$ cat src/rtl/mra_pkg.sv
// Shared constants, types and codes of the multi-resource allocator.
package mra_pkg;

    localparam int MAX_TASKS   = 32;
    localparam int NUM_POOLS   = 4;
    localparam int AMOUNT_BITS = 16;

    localparam int POOL_SLOTS = 4;
    localparam int FIELD_W    = 16;
    localparam int TASK_ID_W  = 5;
    localparam int TASK_AW    = (MAX_TASKS > 1) ? $clog2(MAX_TASKS) : 1;
    localparam int HOLD_W     = NUM_POOLS * AMOUNT_BITS;
    localparam int APB_AW     = 5;
    localparam int APB_DW     = 32;

    localparam logic [FIELD_W-1:0] RUN_MAX = '1;

    typedef enum logic [1:0] {
        MODE_WAIT = 2'd0,
        MODE_RUN  = 2'd1,
        MODE_IDLE = 2'd2
    } mode_t;

    typedef enum logic {
        ACT_ACQUIRE = 1'b0,
        ACT_RELEASE = 1'b1
    } act_t;

    typedef enum logic [2:0] {
        REG_CAP0 = 3'd0,
        REG_CAP1 = 3'd1,
        REG_CAP2 = 3'd2,
        REG_CAP3 = 3'd3,
        REG_ITER = 3'd4
    } reg_idx_t;

    typedef enum logic {
        ST_IDLE = 1'b0,
        ST_EXEC = 1'b1
    } ctl_state_t;

    typedef struct packed {
        mode_t              mode;
        logic [FIELD_W-1:0] runs;
    } task_entry_t;

    localparam task_entry_t TASK_RESET = '{mode: MODE_IDLE, runs: '0};

    typedef struct packed {
        logic [POOL_SLOTS-1:0][FIELD_W-1:0] capacity;
        logic [FIELD_W-1:0]                 iterations;
    } cfg_t;

endpackage

$ cat src/rtl/mra_req_if.sv
// Request channel: acquire/release beats into the allocator.
interface mra_req_if;
    logic                          valid;
    logic                          ready;
    logic                          action;
    logic [mra_pkg::TASK_ID_W-1:0] task_id;
    logic [mra_pkg::FIELD_W-1:0]   need_pool0;
    logic [mra_pkg::FIELD_W-1:0]   need_pool1;
    logic [mra_pkg::FIELD_W-1:0]   need_pool2;
    logic [mra_pkg::FIELD_W-1:0]   need_pool3;

    modport source (
        output valid, action, task_id, need_pool0, need_pool1, need_pool2, need_pool3,
        input  ready
    );
    modport sink (
        input  valid, action, task_id, need_pool0, need_pool1, need_pool2, need_pool3,
        output ready
    );
endinterface

$ cat src/rtl/mra_res_if.sv
// Result channel: one beat per request out of the allocator.
interface mra_res_if;
    logic                          valid;
    logic                          ready;
    logic [mra_pkg::TASK_ID_W-1:0] result_task;
    logic                          granted;
    logic [1:0]                    task_state;
    logic [mra_pkg::FIELD_W-1:0]   runs_done;
    logic                          task_finished;
    logic                          misuse;
    logic [mra_pkg::FIELD_W-1:0]   free_pool0;
    logic [mra_pkg::FIELD_W-1:0]   free_pool1;
    logic [mra_pkg::FIELD_W-1:0]   free_pool2;
    logic [mra_pkg::FIELD_W-1:0]   free_pool3;

    modport source (
        output valid, result_task, granted, task_state, runs_done, task_finished, misuse,
               free_pool0, free_pool1, free_pool2, free_pool3,
        input  ready
    );
    modport sink (
        input  valid, result_task, granted, task_state, runs_done, task_finished, misuse,
               free_pool0, free_pool1, free_pool2, free_pool3,
        output ready
    );
endinterface

$ cat src/rtl/mra_apb_regs.sv
// APB configuration registers: pool capacities and iteration target.
module mra_apb_regs (
    input  logic                        clk,
    input  logic                        rst_n,
    input  logic                        psel,
    input  logic                        penable,
    input  logic                        pwrite,
    input  logic [mra_pkg::APB_AW-1:0]  paddr,
    input  logic [mra_pkg::APB_DW-1:0]  pwdata,
    output logic [mra_pkg::APB_DW-1:0]  prdata,
    output logic                        pready,
    output mra_pkg::cfg_t               cfg
);
    import mra_pkg::*;

    cfg_t     cfg_reg;
    cfg_t     cfg_next;
    reg_idx_t idx;
    logic     wr_en;

    assign idx    = reg_idx_t'(paddr[APB_AW-1:2]);
    assign wr_en  = psel & penable & pwrite;
    assign pready = 1'b1;
    assign cfg    = cfg_reg;

    always_comb
    begin
        cfg_next = cfg_reg;
        if (wr_en)
        begin
            case (idx)
                REG_CAP0: cfg_next.capacity[0] = pwdata[FIELD_W-1:0];
                REG_CAP1: cfg_next.capacity[1] = pwdata[FIELD_W-1:0];
                REG_CAP2: cfg_next.capacity[2] = pwdata[FIELD_W-1:0];
                REG_CAP3: cfg_next.capacity[3] = pwdata[FIELD_W-1:0];
                REG_ITER: cfg_next.iterations  = pwdata[FIELD_W-1:0];
                default:  cfg_next = cfg_reg;
            endcase
        end
    end

    always_comb
    begin
        case (idx)
            REG_CAP0: prdata = APB_DW'(cfg_reg.capacity[0]);
            REG_CAP1: prdata = APB_DW'(cfg_reg.capacity[1]);
            REG_CAP2: prdata = APB_DW'(cfg_reg.capacity[2]);
            REG_CAP3: prdata = APB_DW'(cfg_reg.capacity[3]);
            REG_ITER: prdata = APB_DW'(cfg_reg.iterations);
            default:  prdata = '0;
        endcase
    end

    always_ff @(posedge clk or negedge rst_n)
    begin
        if (!rst_n)
            cfg_reg <= '0;
        else
            cfg_reg <= cfg_next;
    end

endmodule

$ cat src/rtl/mra_task_table.sv
// Per-task mode and run count: synchronous RAM with per-entry valid bits.
module mra_task_table (
    input  logic                        clk,
    input  logic                        rst_n,
    input  logic                        rd_en,
    input  logic [mra_pkg::TASK_AW-1:0] rd_addr,
    output mra_pkg::task_entry_t        rd_data,
    input  logic                        wr_en,
    input  logic [mra_pkg::TASK_AW-1:0] wr_addr,
    input  mra_pkg::task_entry_t        wr_data
);
    import mra_pkg::*;

    task_entry_t                mem [MAX_TASKS];
    logic [MAX_TASKS-1:0]       valid_reg;
    task_entry_t                data_reg;
    logic                       hit_reg;

    // entries never written read back as the reset entry
    assign rd_data = hit_reg ? data_reg : TASK_RESET;

    always_ff @(posedge clk)
    begin
        if (wr_en)
            mem[wr_addr] <= wr_data;
        if (rd_en)
            data_reg <= mem[rd_addr];
    end

    always_ff @(posedge clk or negedge rst_n)
    begin
        if (!rst_n)
        begin
            valid_reg <= '0;
            hit_reg   <= 1'b0;
        end
        else
        begin
            if (wr_en)
                valid_reg[wr_addr] <= 1'b1;
            if (rd_en)
                hit_reg <= valid_reg[rd_addr];
        end
    end

endmodule

$ cat src/rtl/mra_hold_ram.sv
// Per-task holdings of every pool: one row per task, registered read.
module mra_hold_ram (
    input  logic                        clk,
    input  logic                        rd_en,
    input  logic [mra_pkg::TASK_AW-1:0] rd_addr,
    output logic [mra_pkg::HOLD_W-1:0]  rd_data,
    input  logic                        wr_en,
    input  logic [mra_pkg::TASK_AW-1:0] wr_addr,
    input  logic [mra_pkg::HOLD_W-1:0]  wr_data
);
    import mra_pkg::*;

    logic [HOLD_W-1:0] mem [MAX_TASKS];
    logic [HOLD_W-1:0] data_reg;

    assign rd_data = data_reg;

    always_ff @(posedge clk)
    begin
        if (wr_en)
            mem[wr_addr] <= wr_data;
        if (rd_en)
            data_reg <= mem[rd_addr];
    end

endmodule

$ cat src/rtl/multi_resource_allocator.sv
// Multi-resource allocator top level: control, pool counters, result register.
//
// Usage:
//  req (sink): one beat per acquire or release naming a task and, for an
//    acquire, the units wanted from each of four pools. All-or-nothing: an
//    acquire is granted only if every pool can cover its need.
//  res (source): exactly one beat per request, in request order, carrying
//    grant, misuse flag, the task's mode, run count, finished flag and the
//    free units of every pool after the request.
//  APB: capacity of pools 0..3 at 0x00..0x0C, iterations target at 0x10.
//    Writes register at the access cycle's end; write only while idle.
// Sequence: the accept edge reads the task table and holdings RAM; the
//  update edge, once the result register is free, applies the update,
//  writes both RAMs back and loads the result register, which raises
//  result valid. A new request is taken only once the update of the
//  last one is done, set by the registered read of the task RAMs.
// Reset: all tasks idle with zero runs (per-entry valid bits, no clearing
//  pass), pools empty, registers zero; nothing needs initializing.
// Stall: a new request is taken while a result waits; the update stage
//  holds until the result register is free.
module multi_resource_allocator (
    input  logic                        clk,
    input  logic                        rst_n,
    mra_req_if.sink                     req,
    mra_res_if.source                   res,
    input  logic                        psel,
    input  logic                        penable,
    input  logic                        pwrite,
    input  logic [mra_pkg::APB_AW-1:0]  paddr,
    input  logic [mra_pkg::APB_DW-1:0]  pwdata,
    output logic [mra_pkg::APB_DW-1:0]  prdata,
    output logic                        pready
);
    import mra_pkg::*;

    localparam int AW = AMOUNT_BITS;

    // configuration
    cfg_t cfg;

    // control
    ctl_state_t state_reg;
    ctl_state_t state_next;
    logic       accept;
    logic       exec_fire;

    // captured request
    logic                                 item_action_reg;
    logic [TASK_ID_W-1:0]                 item_task_reg;
    logic [POOL_SLOTS-1:0][FIELD_W-1:0]   item_need_reg;

    // pool usage
    logic [AW-1:0] in_use_reg  [NUM_POOLS];
    logic [AW-1:0] in_use_next [NUM_POOLS];

    // RAM ports
    task_entry_t        ent_rd;
    task_entry_t        ent_new;
    logic               task_wr;
    logic [HOLD_W-1:0]  hold_rd;
    logic [HOLD_W-1:0]  hold_wdata;
    logic               hold_wr;
    logic [TASK_AW-1:0] rd_addr;
    logic [TASK_AW-1:0] exec_addr;

    // update datapath
    logic [AW-1:0]      need_amt [NUM_POOLS];
    logic [AW-1:0]      cap_amt  [NUM_POOLS];
    logic [AW-1:0]      free_old [NUM_POOLS];
    logic [AW-1:0]      held     [NUM_POOLS];
    logic [FIELD_W-1:0] free_new [POOL_SLOTS];
    logic               in_range;
    logic               fits;
    logic               fin_old;
    logic               fin_new;
    logic               granted_c;
    logic               misuse_c;

    // result register
    logic                                 out_valid_reg;
    logic [TASK_ID_W-1:0]                 out_task_reg;
    logic                                 out_granted_reg;
    logic [1:0]                           out_state_reg;
    logic [FIELD_W-1:0]                   out_runs_reg;
    logic                                 out_fin_reg;
    logic                                 out_misuse_reg;
    logic [POOL_SLOTS-1:0][FIELD_W-1:0]   out_free_reg;

    mra_apb_regs u_regs (
        .clk     (clk),
        .rst_n   (rst_n),
        .psel    (psel),
        .penable (penable),
        .pwrite  (pwrite),
        .paddr   (paddr),
        .pwdata  (pwdata),
        .prdata  (prdata),
        .pready  (pready),
        .cfg     (cfg)
    );

    assign rd_addr   = TASK_AW'(req.task_id);
    assign exec_addr = TASK_AW'(item_task_reg);

    mra_task_table u_tasks (
        .clk     (clk),
        .rst_n   (rst_n),
        .rd_en   (accept),
        .rd_addr (rd_addr),
        .rd_data (ent_rd),
        .wr_en   (task_wr),
        .wr_addr (exec_addr),
        .wr_data (ent_new)
    );

    mra_hold_ram u_hold (
        .clk     (clk),
        .rd_en   (accept),
        .rd_addr (rd_addr),
        .rd_data (hold_rd),
        .wr_en   (hold_wr),
        .wr_addr (exec_addr),
        .wr_data (hold_wdata)
    );

    // ---------------- control FSM ----------------
    always_comb
    begin
        state_next = state_reg;
        req.ready  = 1'b0;
        exec_fire  = 1'b0;
        case (state_reg)
            ST_IDLE:
            begin
                req.ready = 1'b1;
                if (req.valid)
                    state_next = ST_EXEC;
            end
            ST_EXEC:
            begin
                // hold the update until the result register can take it
                exec_fire = !out_valid_reg || res.ready;
                if (exec_fire)
                    state_next = ST_IDLE;
            end
            default:
                state_next = ST_IDLE;
        endcase
    end

    assign accept = req.valid & req.ready;

    always_ff @(posedge clk or negedge rst_n)
    begin
        if (!rst_n)
            state_reg <= ST_IDLE;
        else
            state_reg <= state_next;
    end

    always_ff @(posedge clk)
    begin
        if (accept)
        begin
            item_action_reg  <= req.action;
            item_task_reg    <= req.task_id;
            item_need_reg[0] <= req.need_pool0;
            item_need_reg[1] <= req.need_pool1;
            item_need_reg[2] <= req.need_pool2;
            item_need_reg[3] <= req.need_pool3;
        end
    end

    // ---------------- update datapath ----------------
    always_comb
    begin
        in_range = (32'(item_task_reg) < MAX_TASKS);
        fin_old  = (cfg.iterations != '0) && (ent_rd.runs >= cfg.iterations);
        fits     = 1'b1;
        for (int p = 0; p < NUM_POOLS; p++)
        begin
            need_amt[p] = AW'(item_need_reg[p]);
            cap_amt[p]  = AW'(cfg.capacity[p]);
            held[p]     = hold_rd[p*AW +: AW];
            // capacity may sit below usage after a config change: saturate
            free_old[p] = (cap_amt[p] > in_use_reg[p]) ? cap_amt[p] - in_use_reg[p] : '0;
            if (need_amt[p] > free_old[p])
                fits = 1'b0;
            hold_wdata[p*AW +: AW] = need_amt[p];
            in_use_next[p] = in_use_reg[p];
        end

        ent_new   = ent_rd;
        granted_c = 1'b0;
        misuse_c  = 1'b0;
        task_wr   = 1'b0;
        hold_wr   = 1'b0;

        if (!in_range)
            misuse_c = 1'b1;
        else if (item_action_reg == ACT_ACQUIRE)
        begin
            if (ent_rd.mode == MODE_RUN || fin_old)
                misuse_c = 1'b1;
            else if (fits)
            begin
                granted_c    = 1'b1;
                ent_new.mode = MODE_RUN;
                task_wr      = exec_fire;
                hold_wr      = exec_fire;
                for (int p = 0; p < NUM_POOLS; p++)
                    in_use_next[p] = in_use_reg[p] + need_amt[p];
            end
            else
            begin
                ent_new.mode = MODE_WAIT;
                task_wr      = exec_fire;
            end
        end
        else
        begin
            if (ent_rd.mode != MODE_RUN)
                misuse_c = 1'b1;
            else
            begin
                ent_new.mode = MODE_IDLE;
                if (ent_rd.runs != RUN_MAX)
                    ent_new.runs = ent_rd.runs + 1'b1;
                task_wr = exec_fire;
                for (int p = 0; p < NUM_POOLS; p++)
                    in_use_next[p] = (in_use_reg[p] > held[p]) ? in_use_reg[p] - held[p] : '0;
            end
        end

        fin_new = (cfg.iterations != '0) && (ent_new.runs >= cfg.iterations);

        // pools beyond the configured count report nothing free
        for (int s = 0; s < POOL_SLOTS; s++)
            free_new[s] = '0;
        for (int p = 0; p < NUM_POOLS; p++)
            free_new[p] = FIELD_W'((cap_amt[p] > in_use_next[p]) ?
                                   cap_amt[p] - in_use_next[p] : AW'(0));
    end

    always_ff @(posedge clk or negedge rst_n)
    begin
        if (!rst_n)
        begin
            for (int p = 0; p < NUM_POOLS; p++)
                in_use_reg[p] <= '0;
        end
        else if (exec_fire)
        begin
            for (int p = 0; p < NUM_POOLS; p++)
                in_use_reg[p] <= in_use_next[p];
        end
    end

    // ---------------- result register ----------------
    always_ff @(posedge clk or negedge rst_n)
    begin
        if (!rst_n)
            out_valid_reg <= 1'b0;
        else if (exec_fire)
            out_valid_reg <= 1'b1;
        else if (res.ready)
            out_valid_reg <= 1'b0;
    end

    always_ff @(posedge clk)
    begin
        if (exec_fire)
        begin
            out_task_reg    <= item_task_reg;
            out_granted_reg <= granted_c;
            out_misuse_reg  <= misuse_c;
            out_state_reg   <= in_range ? ent_new.mode : 2'd0;
            out_runs_reg    <= in_range ? ent_new.runs : '0;
            out_fin_reg     <= in_range & fin_new;
            for (int s = 0; s < POOL_SLOTS; s++)
                out_free_reg[s] <= free_new[s];
        end
    end

    assign res.valid         = out_valid_reg;
    assign res.result_task   = out_task_reg;
    assign res.granted       = out_granted_reg;
    assign res.task_state    = out_state_reg;
    assign res.runs_done     = out_runs_reg;
    assign res.task_finished = out_fin_reg;
    assign res.misuse        = out_misuse_reg;
    assign res.free_pool0    = out_free_reg[0];
    assign res.free_pool1    = out_free_reg[1];
    assign res.free_pool2    = out_free_reg[2];
    assign res.free_pool3    = out_free_reg[3];

    // ---------------- assertions ----------------
    a_one_in_flight: assert property (@(posedge clk) disable iff (!rst_n)
        (req.valid && req.ready) |=> !req.ready)
        else $error("request accepted while another is in flight");

    a_result_follows: assert property (@(posedge clk) disable iff (!rst_n)
        exec_fire |=> res.valid)
        else $error("update completed without a result beat");

    a_grant_not_misuse: assert property (@(posedge clk) disable iff (!rst_n)
        res.valid |-> !(res.granted && res.misuse))
        else $error("result both granted and flagged misuse");

    a_grant_running: assert property (@(posedge clk) disable iff (!rst_n)
        (res.valid && res.granted) |-> (res.task_state == MODE_RUN))
        else $error("granted task not reported running");

endmodule
$ cat src/flat_wrapper.sv
// flat-port wrapper written by rule: the top's interface ports become plain ports
module multi_resource_allocator_flat import mra_pkg::*;
  (clk, rst_n, psel, penable, pwrite, paddr, pwdata, prdata, pready, req_valid, req_action, req_task_id, req_need_pool0, req_need_pool1, req_need_pool2, req_need_pool3, req_ready, res_valid, res_result_task, res_granted, res_task_state, res_runs_done, res_task_finished, res_misuse, res_free_pool0, res_free_pool1, res_free_pool2, res_free_pool3, res_ready);
  mra_req_if req_i ();
  mra_res_if res_i ();
  input  logic clk;
  input  logic rst_n;
  input  logic psel;
  input  logic penable;
  input  logic pwrite;
  input  logic [mra_pkg::APB_AW-1:0] paddr;
  input  logic [mra_pkg::APB_DW-1:0] pwdata;
  output logic [mra_pkg::APB_DW-1:0] prdata;
  output logic pready;
  input wire logic [$bits(req_i.valid)-1:0] req_valid;
  input wire logic [$bits(req_i.action)-1:0] req_action;
  input wire logic [$bits(req_i.task_id)-1:0] req_task_id;
  input wire logic [$bits(req_i.need_pool0)-1:0] req_need_pool0;
  input wire logic [$bits(req_i.need_pool1)-1:0] req_need_pool1;
  input wire logic [$bits(req_i.need_pool2)-1:0] req_need_pool2;
  input wire logic [$bits(req_i.need_pool3)-1:0] req_need_pool3;
  output wire logic [$bits(req_i.ready)-1:0] req_ready;
  output wire logic [$bits(res_i.valid)-1:0] res_valid;
  output wire logic [$bits(res_i.result_task)-1:0] res_result_task;
  output wire logic [$bits(res_i.granted)-1:0] res_granted;
  output wire logic [$bits(res_i.task_state)-1:0] res_task_state;
  output wire logic [$bits(res_i.runs_done)-1:0] res_runs_done;
  output wire logic [$bits(res_i.task_finished)-1:0] res_task_finished;
  output wire logic [$bits(res_i.misuse)-1:0] res_misuse;
  output wire logic [$bits(res_i.free_pool0)-1:0] res_free_pool0;
  output wire logic [$bits(res_i.free_pool1)-1:0] res_free_pool1;
  output wire logic [$bits(res_i.free_pool2)-1:0] res_free_pool2;
  output wire logic [$bits(res_i.free_pool3)-1:0] res_free_pool3;
  input wire logic [$bits(res_i.ready)-1:0] res_ready;
  assign req_i.valid = req_valid;
  assign req_i.action = req_action;
  assign req_i.task_id = req_task_id;
  assign req_i.need_pool0 = req_need_pool0;
  assign req_i.need_pool1 = req_need_pool1;
  assign req_i.need_pool2 = req_need_pool2;
  assign req_i.need_pool3 = req_need_pool3;
  assign req_ready = req_i.ready;
  assign res_valid = res_i.valid;
  assign res_result_task = res_i.result_task;
  assign res_granted = res_i.granted;
  assign res_task_state = res_i.task_state;
  assign res_runs_done = res_i.runs_done;
  assign res_task_finished = res_i.task_finished;
  assign res_misuse = res_i.misuse;
  assign res_free_pool0 = res_i.free_pool0;
  assign res_free_pool1 = res_i.free_pool1;
  assign res_free_pool2 = res_i.free_pool2;
  assign res_free_pool3 = res_i.free_pool3;
  assign res_i.ready = res_ready;
  multi_resource_allocator u_core (.clk(clk), .rst_n(rst_n), .req(req_i), .res(res_i), .psel(psel), .penable(penable), .pwrite(pwrite), .paddr(paddr), .pwdata(pwdata), .prdata(prdata), .pready(pready));
endmodule
$ cat config.mk
export PLATFORM = sky130hd
export DESIGN_NAME = multi_resource_allocator_flat
export DESIGN_NICKNAME = d
export VERILOG_FILES = /design/src/rtl/mra_pkg.sv /design/src/rtl/mra_req_if.sv /design/src/rtl/mra_res_if.sv /design/src/rtl/mra_apb_regs.sv /design/src/rtl/mra_task_table.sv /design/src/rtl/mra_hold_ram.sv /design/src/rtl/multi_resource_allocator.sv /design/src/flat_wrapper.sv
export SDC_FILE = /design/constraint.sdc
export NUM_CORES = 2
export LEC_CHECK = 0
export BUFFER_PORTS_ARGS = -buffer_cell sky130_fd_sc_hd__buf_2
export CAP_MARGIN = 20
export CORE_ASPECT_RATIO = 1.1
export CORE_MARGIN = 3
export CORE_UTILIZATION = 55
export CTS_CLUSTER_DIAMETER = 60
export DETAILED_ROUTE_END_ITERATION = 12
export PLACE_DENSITY = 0.71
export SETUP_SLACK_MARGIN = 0.05
export SKIP_LAST_GASP = 1
export SYNTH_ARGS = -nofsm -noshare
export SYNTH_HDL_FRONTEND = slang
export SYNTH_SLANG_ARGS = --single-unit
export TNS_END_PERCENT = 100
$ cat constraint.sdc
create_clock -name clk -period 19.02 [get_ports clk]
set_input_delay 3.804 -clock clk [delete_from_list [all_inputs] [get_ports clk]]
set_output_delay 3.804 -clock clk [all_outputs]
set_load 0.005 [all_outputs]
---- Word level (Yosys, flattened, before mapping) ----
Memory sizes are Yosys's and may differ from the RTL's. A register that Yosys moved wholly into a read port is not among the register bits.
Cells that the tools add are included.
operators by class
  reductions and logical operators ........ 15
  muxes and demuxes ....................... 49
  add/subtract/negate cells ............... 17
  bitwise operators ....................... 5
  equality and inequality tests ........... 7
  order comparisons ....................... 21
operators with widths
  kind                     count
  $gt A16 B16 Y1           16
  $mux W64                 4
  $sub A16 B16 Y16         12
  $mux W16                 10
  $pmux W16 S5             1
  $add A16 B16 Y16         4
  $mux W18                 2
  $ge A16 B16 Y1           2
  $or A32 B32 Y32          1
  $mux W1                  27
  $add A16 B1 Y16 const B  1
  $ne A16 B16 Y1 const B   1
  $reduce_bool A16 Y1      1
  $lt A5 B6 Y1 const B     2
  $reduce_and A2 Y1        5
  $eq A3 B2 Y1 const B     2
  $bmux W1 S5              1
  $demux W1 S5             1
  $ge A5 B1 Y1 const B     1
  $mux W2                  2
  $and A1 B1 Y1            3
  $eq A3 B1 Y1 const B     1
  $eq A3 B3 Y1 const B     1
  $logic_and A1 B1 Y1      3
  9 further kinds          10
storage, ports and cells
  memories kept ........................... 2
  register bits ........................... 339
  output and inout port bits .............. 125
  memory bits (writable) .................. 2624
  input bits .............................. 114
memories
  name                words  bits a word  read ports  clocked after memory_dff  write ports  line                  text
  u_core.u_hold.mem   32     64           1           1                         1            mra_hold_ram.sv:13    logic [HOLD_W-1:0] mem [MAX_TASKS];
  u_core.u_tasks.mem  32     18           1           1                         1            mra_task_table.sv:14  task_entry_t mem [MAX_TASKS];

---- Logic depth before layout (Yosys ltp) ----
  depth after elaboration ................. 12
  depth in mapped cells ................... 38
  gate-level depth less buffers ........... 34

---- Cells and area by module ----
Synthesis repeated with hierarchy kept, for this count alone.
unflattened totals
  cells, all modules ...................... 7151
  area total of the unflattened synthesis .. 131135.8 um^2
modules (own cells, without submodules)
  module                    area each (um^2)  sequential area each (um^2)  cells each  times used
  mra_hold_ram              79605.1           63420.8                      3097        1
  mra_task_table            23999.3           18662.9                      1006        1
  multi_resource_allocator  23689.0           6456.2                       2773        1
  mra_apb_regs              3842.4            2001.9                       275         1

---- Least setup slack after synthesis ----
No wires, ideal clock.
  path kind ............................... input-to-reg
  start point ............................. input port req_valid
  end point ............................... register u_core.item_task_reg[0], in the netlist u_core.exec_addr[0] (enable)
  arrival time ............................ 10.439 ns
  cell stages on the path ................. 1
  slack ................................... 7.894 ns
  buffers on the path ..................... 0
  data required time ...................... 18.333 ns
  path through ............................ nor2b_1
between the ends
  longest elaborated chain between the ends .. 1
RTL lines
  what                  line                             text
  from (decl)           flat_wrapper.sv:15               input wire logic [$bits(req_i.valid)-1:0] req_valid;
  $and A1 B1 Y1         multi_resource_allocator.sv:151  assign accept = req.valid & req.ready;
  to (signal assigned)  multi_resource_allocator.sv:166  item_task_reg <= req.task_id;
  to (decl)             multi_resource_allocator.sv:49   logic [TASK_ID_W-1:0] item_task_reg;
Every way passes these cells.
A chain may end at the register's enable or synchronous reset.

==> results.txt <==
----------------------------------------------------
[Finish]
  Max reg flops ... 2048
  Total area of sequential cells ... about 90000 µm²
  Multi-input combinational cell area ... between 30000 and 40000 µm²
  Most frequent standard cell in the layout excluding fill and tap cells ... sky130_fd_sc_hd__edfxtp_1
  Area growth from synthesis to final layout ... 12.66%
  Final #Nets ... between 7000 and 8000
  Proportion of layout cells with a drive suffix above 1 ... 0.2602
  Commonest cells after routing, fill and taps aside ... 2866 x sky130_fd_sc_hd__edfxtp_1, 831 x sky130_fd_sc_hd__mux4_2, 349 x sky130_fd_sc_hd__ha_1
  Finished Core Util ... 0.6265
  Total of fill cells in the finished design ... between 15000 and 20000
  Final std cells w/o fill ... 10820

[Power]
  PwrDens ... 126.7 nW/µm²
  Internal power ... ~13000 µW
  Fraction of power consumed by the clock network ... 0.324
  Switching power share of the total ... 0.2934
  Maximum ir drop on the vdd rail ... ~0.083 mV
  Combinational group share of total power ... 0.234
  Power share of the sequential group ... 0.443
  Leakage power total ... around 0.050 µW
  Switch Pwr ... 5465 µW

[Floorplan]
  Die span in x ... 470.3 µm
  Height of the chip ... between 500 and 600 µm
  Initial Utilization ... 0.5561
  Top-Level Pins ... between 200 and 250
  Number of cell rows ... 186
  Die ar. ... roughly 240000 µm²
  Core Footprint ... between 200000 and 250000 µm²

[Clocking]
  Sinks on the clock net ... slightly above 3000
  Clock H-tree levels ... 5
  Post_cts resized ... 0
  TritonCTS clock tree ... done
  Cell at the root of the clock tree ... sky130_fd_sc_hd__clkbuf_16
  Number of hold buffers added after CTS ... 0
  Number of buffers created by CTS ... 324
  Buffers inserted by post-CTS timing repair ... 0
  Worst-skew pair later-pin latency ... roughly 970 ps
  Longest Clk Path Bufs ... 4
  Clock transition at the register clock pins on the worst setup and hold paths after CTS ... 60 ps

[Placed design]
  Number of instances in the placed design ... 10240
  Final weighted congestion of routability-driven global placement ... between 0.9 and 1
  Number of buffers inserted by port buffering ... just over 200
  Estimated wirelength of the detail-placed design ... between 200 and 250 mm

[Critical path]
  CP Max Fanout ... 34
  Top cell family by delay on the critical path ... compound AO/OA/AOI/OAI gates
  Crit Path Category ... reg -> reg
  Worst Setup SP ... u_core.u_regs.cfg[32]
  Data required time of the critical path ... about 20000 ps
  Worst r2r src ... u_core.u_regs.cfg[32]
  Element type at the critical path start ... flip-flop
  Master of the slowest instance on the critical path ... sky130_fd_sc_hd__buf_4
  Combined buffer and inverter count along the critical path ... 5
  Nature of the critical path endpoint ... flip-flop
  Data arrival time at the worst-slack endpoint ... between 10000 and 15000 ps
  Register-to-register setup slack ... 9120 ps
  Max stage delay on crit path ... about 600 ps

[Logic synthesis]
  Adder-cell share of the synthesized area ... 0.03593
  Number of flops mapped to enable cells by yosys ... 2866
  Ys async rst share ... 0.05878
  Fraction of the mapped netlist area in compound gates ... 0.04576
  Per-instance average area after synthesis ... about 19 µm²
  Cells taking the most area after synthesis ... sky130_fd_sc_hd__edfxtp_1 66%, sky130_fd_sc_hd__mux4_2 14%, sky130_fd_sc_hd__dfrtp_1 3.4%
  Library cell with the largest summed area after synthesis ... sky130_fd_sc_hd__edfxtp_1
  Number of distinct library cells after synthesis ... 80
  Multiplexer share of the synthesized area ... 0.1616
  Synth Warn # ... 0
  Largest family of logic cells by synthesized area ... multiplexers
  Number of register bits inferred by synthesis ... about 3000
  Prevailing post-synth register cell ... sky130_fd_sc_hd__edfxtp_1
  Top-area cell type share of the netlist area ... 0.6597
  Post-Synthesis Cells ... 6972
  Portion of the post-synthesis area used by sequential elements ... 0.6941
  Share of synthesized cell area in and, or, nand and nor gates ... 0.03446
  Share of the synthesized netlist area taken by xor and xnor gates ... 0.01155
  Combined area of all synthesized cells ... between 100000 and 150000 µm²

[Global route]
  Routing usage on met1 ... 0.4150
  Most Crowded Layer GR ... met2
  Largest net degree at the start of global routing ... roughly 140
  Via count of the first global-routing pass ... between 70000 and 80000
  Met3 Use GR ... 0.06299
  Global-route wire length before repair ... between 400 and 500 mm
  Number of antenna violations at the first check in global routing ... 23
  Met2 track utilization from global routing ... 0.4384
  Total global routing overflow ... 0
  Global routing usage summed across all routing layers ... 0.2842

[Drt]
  Final routed wirelength across all metal layers ... 343.4 mm
  Initial DRT Pass Iterations ... 6
  Starting DRC count in detailed routing ... a little under 10000
  Vias per cell ... 6.616
  Total number of vias ... between 70000 and 80000
  Avg WL per Cell ... between 30 and 40 µm
  DRC violations left ... 0
  Detail Route Antenna Nets ... 0

[STA]
  Hold Violations, Final ... 0
  Setup Skew ... 77.79 ps
  Setup violators final ... 0
  RSZ-0062 raised after global routing ... no
  Transition time of the tightest slew-check pin ... between 1000 and 1500 ps
  Worst hold slack across all endpoints ... between 400 and 500 ps
  Final number of max-transition violations ... 0
  Slew Limit Headroom ... 0.2495
  Top achievable clock speed ... approximately 100 MHz
  Final Cycle Share ... 0.5206
  Final worst path period need ... roughly 9900 ps
  Post-route setup TNS ... 0 ps

[Min path]
  Class of the most critical hold timing path ... reg -> reg
  Start point of the worst min-delay path ... u_core.u_tasks.valid_reg[30]

[Status]
  Outcome ... complete, no violations

[Run]
  Maximum Capacitance Violations ... 0

----------------------------------------------------
==> cells in the mapped netlist, types with 65 or more instances <==
library cell               number
sky130_fd_sc_hd__edfxtp_1    2866
sky130_fd_sc_hd__mux4_2       831
sky130_fd_sc_hd__ha_1         349
sky130_fd_sc_hd__inv_1        252
sky130_fd_sc_hd__nor2_1       239
sky130_fd_sc_hd__clkbuf_1     198
sky130_fd_sc_hd__a21oi_1      193
sky130_fd_sc_hd__nand2_1      190
sky130_fd_sc_hd__dfrtp_1      179
sky130_fd_sc_hd__mux2_2       173
sky130_fd_sc_hd__o21ai_0      144
sky130_fd_sc_hd__nor3_1       122
sky130_fd_sc_hd__xnor2_1      115
sky130_fd_sc_hd__a21o_1        84
sky130_fd_sc_hd__buf_1         72
sky130_fd_sc_hd__nand3_1       65
==> area by class of cell <==
| cell class | count | area share |
|---|---|---|
| sequential | 3045 | 0.6161 |
| multi-input combinational | 3394 | 0.2603 |
| clock buffer | 386 | 0.05783 |
| tap | 3102 | 0.02641 |
| timing repair buffer | 459 | 0.02227 |
| clock inverter | 174 | 0.01061 |
| inverter | 252 | 0.006470 |
| antenna | 3 | 0.00005108 |
==> routing by layer <==
| metal | vias to the layer above | wire [µm] |
|---|---|---|
| li1 | 29590 | - |
| met1 | 37320 | 136100 |
| met2 | 4129 | 159600 |
| met3 | 513 | 38450 |
| met4 | 0 | 9280 |
| met5 | - | 0 |
==> path summary, 6_finish.rpt <==
path,cells after the start,to
setup / recovery,37,u_core.res.free_pool2[2]
max in group asynchronous,2,u_core.u_tasks.valid_reg[29]
setup reg to reg,37,u_core.res.free_pool2[2]
min in group asynchronous,1,u_core.in_use_reg[17]
hold / removal,1,u_core.u_tasks.valid_reg[30]
hold reg to reg,1,u_core.u_tasks.valid_reg[30]
==> metrics by stage <==
| stage | instance area, µm² | setup slack (ps) | total power (µW) |
|---|---|---|---|
| global placement | 136600 | 9195 | 12510 |
| global route | 147000 | 8385 | 19440 |
| CTS | 146700 | 9147 | 18640 |
| floorplan | 130500 | 7894 | 11240 |
| detailed placement | 136700 | 9167 | 12620 |
| finish | 147000 | 9117 | 18620 |
==> power groups by stage <==
stage | Combinational, µW | Clock [µW] | Sequential [µW]
finish | 4350 | 6030 | 8240
CTS | 4270 | 6120 | 8250
floorplan | 2840 | 0 | 8400
global placement | 4130 | 0 | 8380
detailed placement | 4230 | 0 | 8390
global route | 4790 | 6390 | 8260
==> cells by family (layout without fill, tap and decap cells) <==
| kind of cell | Yosys count | after routing |
|---|---|---|
| flip-flops | 3045 | 3045 |
| adder cells (fa/ha/maj) | 365 | 365 |
| multiplexers | 1046 | 1046 |
| AO/OA/AOI/OAI | 881 | 881 |
| buffers and inverters | 548 | 1271 |
| XOR/XNOR | 172 | 172 |
| other | 2 | 20 |
| AND/OR/NAND/NOR | 913 | 913 |
Note: power is estimated with default switching activity, not from simulation.
